### src/hw/rtl/ffba_pkg.sv
// Package with the shared types and codes of the first-fit block allocator.
package ffba_pkg;

    localparam logic [1:0] OP_ALLOC   = 2'd0;
    localparam logic [1:0] OP_RELEASE = 2'd1;
    localparam logic [1:0] OP_RESIZE  = 2'd2;

    localparam logic [2:0] ST_OK           = 3'd0;
    localparam logic [2:0] ST_BAD_SIZE     = 3'd1;
    localparam logic [2:0] ST_NO_SPACE     = 3'd2;
    localparam logic [2:0] ST_UNKNOWN      = 3'd3;
    localparam logic [2:0] ST_ALREADY_FREE = 3'd4;

    localparam logic [1:0] CFG_MAX_REQUEST   = 2'd0;
    localparam logic [1:0] CFG_HEAP_CAPACITY = 2'd1;
    localparam logic [1:0] CFG_HEADER_BYTES  = 2'd2;

    localparam logic [26:0] MAX_REQUEST_RST   = 27'd100000000;
    localparam logic [31:0] HEAP_CAPACITY_RST = 32'd16777216;
    localparam logic [7:0]  HEADER_BYTES_RST  = 8'd32;

    typedef enum logic [1:0] {
        S_IDLE,
        S_SEARCH,
        S_DONE
    } t_state;

    // Search token that walks the row of cells, one cell per cycle.
    typedef struct packed {
        logic        vld;
        logic [31:0] addr;
        logic [26:0] size;
        logic        m_hit;
        logic [26:0] m_size;
        logic        m_free;
        logic        f_hit;
        logic [26:0] f_size;
        logic [31:0] f_pay;
    } t_query;

    // Table update issued when an operation commits.
    typedef struct packed {
        logic        take_en;
        logic        rel_en;
        logic        new_en;
        logic [31:0] new_base;
        logic [26:0] new_size;
    } t_cell_wr;

endpackage

### src/hw/rtl/ffba_cell.sv
// One table entry of the allocator together with its stage of the search chain.
module ffba_cell import ffba_pkg::*; #(
    parameter int MAX_BLOCKS = 64,
    parameter int IDX = 0,
    localparam int IW = $clog2(MAX_BLOCKS),
    localparam int CW = $clog2(MAX_BLOCKS + 1)
) (
    input  logic          i_clk,
    input  logic          i_rst_n,
    input  logic [CW-1:0] i_count,
    input  logic [7:0]    i_hdr,
    input  t_query        i_q,
    input  logic [IW-1:0] i_m_idx,
    input  logic [IW-1:0] i_f_idx,
    output t_query        o_q,
    output logic [IW-1:0] o_m_idx,
    output logic [IW-1:0] o_f_idx,
    input  t_cell_wr      i_wr,
    input  logic [IW-1:0] i_take_idx,
    input  logic [IW-1:0] i_rel_idx,
    input  logic [IW-1:0] i_new_idx
);

    localparam logic [IW-1:0] MY_IDX = IW'(IDX);
    localparam logic [CW-1:0] MY_CNT = CW'(IDX);

    logic [31:0] r_base;
    logic [26:0] r_size;
    logic        r_free;
    t_query      r_q;
    logic [IW-1:0] r_m_idx;
    logic [IW-1:0] r_f_idx;

    t_query        n_q;
    logic [IW-1:0] n_m_idx;
    logic [IW-1:0] n_f_idx;
    logic [31:0]   pay;
    logic          own_ok;

    always_comb begin
        pay     = r_base + {24'd0, i_hdr};
        own_ok  = MY_CNT < i_count;
        n_q     = i_q;
        n_m_idx = i_m_idx;
        n_f_idx = i_f_idx;
        // Only the first matching entry is kept, as the scan runs upward.
        if (i_q.vld && !i_q.m_hit && own_ok && pay == i_q.addr) begin
            n_q.m_hit  = 1'b1;
            n_q.m_size = r_size;
            n_q.m_free = r_free;
            n_m_idx    = MY_IDX;
        end
        if (i_q.vld && !i_q.f_hit && own_ok && r_free && r_size >= i_q.size) begin
            n_q.f_hit  = 1'b1;
            n_q.f_size = r_size;
            n_q.f_pay  = pay;
            n_f_idx    = MY_IDX;
        end
    end

    always_ff @(posedge i_clk) begin
        if (!i_rst_n) begin
            r_q.vld <= 1'b0;
        end else begin
            r_q.vld <= n_q.vld;
        end
        r_q.addr   <= n_q.addr;
        r_q.size   <= n_q.size;
        r_q.m_hit  <= n_q.m_hit;
        r_q.m_size <= n_q.m_size;
        r_q.m_free <= n_q.m_free;
        r_q.f_hit  <= n_q.f_hit;
        r_q.f_size <= n_q.f_size;
        r_q.f_pay  <= n_q.f_pay;
        r_m_idx    <= n_m_idx;
        r_f_idx    <= n_f_idx;
    end

    always_ff @(posedge i_clk) begin
        if (i_wr.new_en && i_new_idx == MY_IDX) begin
            r_base <= i_wr.new_base;
            r_size <= i_wr.new_size;
            r_free <= 1'b0;
        end else if (i_wr.take_en && i_take_idx == MY_IDX) begin
            r_free <= 1'b0;
        end else if (i_wr.rel_en && i_rel_idx == MY_IDX) begin
            r_free <= 1'b1;
        end
    end

    assign o_q     = r_q;
    assign o_m_idx = r_m_idx;
    assign o_f_idx = r_f_idx;

endmodule

### config.mk
export PLATFORM = sky130hd
export DESIGN_NAME = ffba_cell
export DESIGN_NICKNAME = d
export VERILOG_FILES = /design/src/hw/rtl/ffba_pkg.sv /design/src/hw/rtl/ffba_cell.sv
export SDC_FILE = /design/constraint.sdc
export NUM_CORES = 1
export LEC_CHECK = 0
export BUFFER_PORTS_ARGS = -buffer_cell sky130_fd_sc_hd__clkbuf_2
export CAP_MARGIN = 10
export CORE_AREA = 2 2 162 164
export CTS_CLUSTER_DIAMETER = 200
export CTS_CLUSTER_SIZE = 20
export DETAILED_ROUTE_END_ITERATION = 7
export DIE_AREA = 0 0 164 166
export SYNTH_ARGS = -nofsm -noshare
export SYNTH_HDL_FRONTEND = slang
export SYNTH_SLANG_ARGS = --single-unit
### constraint.sdc
create_clock -name i_clk -period 8.1 [get_ports i_clk]
set_input_delay 0 -clock i_clk [delete_from_list [all_inputs] [get_ports i_clk]]
set_output_delay 0 -clock i_clk [all_outputs]
set_load 0.05 [all_outputs]
==> results list <==
- Mean Syn Cell Area: 13.2 um^2
* Most area-hungry cell type in the Yosys netlist: dfxtp_1
* Crit Path Max Fanout: 35
- Synth cell count leaders: 162 x dfxtp_1, 59 x edfxtp_1, 59 x mux2_2, 39 x inv_1, 35 x ha_1
- Slack of the worst reg-to-reg path: roughly 3.5 ns
- Capture point of the critical path: o_q[77]$_DFF_P_
- The detail route stage leaves a number of antenna-violating nets equal to 0.
- All-layer global routing usage: 0.208
* CP Launch Type: register
- Critical R2R Launch: r_base[0]$_DFFE_PP_
- Shortest clock period the worst path allows after layout: between 4 and 5 ns
- Minimum setup slack in the final design: roughly 3.5 ns
- The congestion estimate from routability-driven global placement came to around 0.86.
* Depth of the worst register-to-register path: 11
* Power per unit of standard cell area: between 150 and 200 nW/um^2
* Number of enable flip-flop cells after synthesis: 59
* Internal Power: 0.00173 W
- Cells after synthesis: 651
- In the final timing run, aggregate negative setup slack is 0 ns.
* Total core area: about 26000 um^2
- Power share of the clock group: 0.309
* Final clock period utilization by the worst path: 0.573
* Part of the total power dissipated in combinational logic: 0.194
- Standard-cell rows: ~60
- Vias per cell: 4.54
* Cell at the root of the clock tree: clkbuf_16
* Total of max-cap violations: 0
- Top Ports: approximately 420
* Final net count: roughly 1.6k
- Post-CTS timing repair inserted 0 buffers for setup.
- In this run the number of H-tree levels came out at 1.
- Setup repair after global routing left no endpoint under its margin.
* Later-pin clock latency in the skew report: around 0.5 ns
* Port buffer count: ~420
- In the final routed layout, each cell accounts on average for approximately 18 um.
- Ratio of cells with drive above 1 in the final layout: 0.414
- Post-CTS repair changed the size of 0 cells.
- For this configuration, the core starts out at a cell density of 0.336.
- After detailed placement, the design holds a cell count of approximately 1.4k.
- For this design, the CTS-stage hold fixing added approximately 230 buffers.
* Fillers: about 2.1k
- Die footprint: 27200 um^2
* Cts bufs inserted: 15
* Mapped Area: approximately 8600 um^2
* Classification of the worst-slack hold path: input port to register
* Net load switching power: approximately 0.00067 W
- In the routed design, unresolved DRC markers number 0.
- Detailed-placement wirelength estimate: between 20000 and 25000 um
- Number of unique standard cell types used by synthesis: 62
- The run finished with clean final reports.
- Top area cells in the synthesized netlist: dfxtp_1 38%, edfxtp_1 21%, mux2_2 7.7%
- Syn. warnings: 0
- Endpoint of the most critical register-to-register path: o_q[77]$_DFF_P_
* Leakage component of the power: 6.37 nW
* Prevailing post-synth register cell: dfxtp_1
- The number of slew-limit violations in the final report is 0.
- Of the synthesized area, sequential elements account for 0.582.
* Number of cells in the finished layout apart from fillers: 1644
- The pre-antenna-repair detailed-routing pass consisted of 4 iterations.
- Layout Utilization: 0.538
* Async set-or-reset flop fraction in the synthesized netlist: 0
* Seq cells post-synth: 221
- Entering global routing, the biggest net connects 61 pins.
- TritonCTS clock tree: built
- The worst-case IR drop observed on VDD is ~0.19 mV.
- When the netlist entered floorplanning its net count stood at between 900 and 1k.
- Final wirelength: roughly 30000 um
- The first global-routing pass estimated 44000 um of wire.
- Max Buffers Root-to-Sink: 3
* Minimum setup slack after placement: around 3.4 ns
- Clock-pin slew reported for the worst setup and hold paths after clock tree synthesis: about 0.080 ns
* Critical path endpoint category: register
- Endpoint required time on the critical path: between 8 and 9 ns
- Die Wd: about 160 um
- Transition time at the pin with the least slew margin: about 1.0 ns
- Number of DRC violations after detailed-routing iteration 0: about 370
* Post-Route Hold Slack: 0.0158 ns
* Fmax: roughly 220 MHz
- Arrival time worst endpoint: between 5 and 6 ns
- The clock net in this run drives a total of 221 sinks.
- The most critical setup path has its startpoint at r_base[0]$_DFFE_PP_.
- Headroom to the max-slew limit came out at 0.311.
* Worst clock skew on the final layout: 0.0263 ns
* Part of the total power dissipated in sequential elements: 0.496
- Crit Path Class: register to register
- Final Hold Violating Endpoints: 0
- Setup violations remaining at the end of the flow were counted as 0.
* Vias after detailed routing: ~7.5k
- The number of global-route vias before repair came to slightly above 8k.
* Sw Share: 0.280
- dfxtp_1 is the most common cell in the netlist.
* Number of antenna violations at the first check in global routing: 1
- From bottom edge to top edge, the die measures 166 um.
- Total global routing overflow: 0
- Of the post-synthesis cell area, the dominant cell type holds 0.376.
- Area added between synthesis and finish: 60.0%
state kept, by name, indices dropped and copies added, names as in the netlist:
| register | count |
|---|---|
| o_q | 149 |
| r_base | 32 |
| r_size | 27 |
| o_f_idx | 6 |
| o_m_idx | 6 |
| r_free | 1 |
layout make-up:
type | instances | area (um^2) | area share
Multi-Input combinational cell | 376 | 3400 | 0.247
Clock inverter | 1 | 20.0 | 0.00145
Sequential cell | 221 | 5010 | 0.364
Timing Repair Buffer | 647 | 4380 | 0.317
Antenna cell | 1 | 2.50 | 0.000181
Clock buffer | 24 | 409 | 0.0297
Inverter | 39 | 146 | 0.0106
Tap cell | 335 | 419 | 0.0304
power groups by stage:
stage / registers (W) / logic [W] / clock network (W)
after floorplan: 0.00137 / 0.0000872 / 0
after global placement: 0.00122 / 0.000371 / 0
after detailed placement: 0.00122 / 0.000373 / 0
after CTS: 0.00119 / 0.000465 / 0.000766
after global routing: 0.00120 / 0.000494 / 0.000805
final: 0.00119 / 0.000468 / 0.000744
cell families after synthesis:
group,synth area share
flops,0.582
simple gates,0.0873
fa+ha+maj,0.0531
compound gates,0.0600
xor+xnor,0.0675
mux,0.124
buf+inv,0.0260
worst min-delay path by stage:
stage | start | end | cells after the start
final | i_hdr[1] | o_q[1]$_DFF_P_ | 3
after global routing | i_hdr[1] | o_q[1]$_DFF_P_ | 3
after CTS | i_hdr[1] | o_q[1]$_DFF_P_ | 3
after detailed placement | i_q[109] | o_q[109]$_DFF_P_ | 1
after global placement | i_q[97] | o_q[97]$_DFF_P_ | 1
after floorplan | i_q[100] | o_q[100]$_DFF_P_ | 0
worst max-delay path: stages, from the launching register on:
cell	delay (ns)
edfxtp_1	0.37
ha_1	0.22
fa_1	0.42
a211oi_2	0.37
o211ai_4	0.21
nand4_1	0.13
xor2_1	0.24
xor2_1	0.20
or3b_2	0.47
a2111oi_2	0.53
nand4_4	0.77
mux2_4	0.57
through the flow:
step	area, um^2	power [W]
2_1_floorplan	8620	0.00145
3_3_place_gp	11100	0.00159
3_5_place_dp	11100	0.00159
4_1_cts	13800	0.00242
5_1_grt	13800	0.00250
6_report	13800	0.00240
layer usage:
| metal | wire [um] | GRT usage | vias up |
|---|---|---|---|
| li1 | - | - | 3635 |
| met3 | 1830 | 0.0370 | 43 |
| met1 | 11300 | 0.234 | 3494 |
| met2 | 15200 | 0.398 | 299 |
| met4 | 746 | 0.0526 | 0 |
| met5 | 0 | 0 | - |
placed cells by master (no fill, tap or decap), types with 10 or more instances in the layout:
cell type and count:
a21oi_1 17, clkbuf_16 15, clkbuf_2 418, dfxtp_1 162, dlygate4sd3_1 226, edfxtp_1 59, ha_1 35, inv_1 39
mux2_2 59, mux2_4 23, nand2_1 22, nand3_1 15, nand4_1 18, nor2_1 11, nor2b_1 11, nor4_1 10
o21ai_0 10, xnor2_1 25, xor2_1 26
No activity file was read; power rests on OpenSTA's default activity.
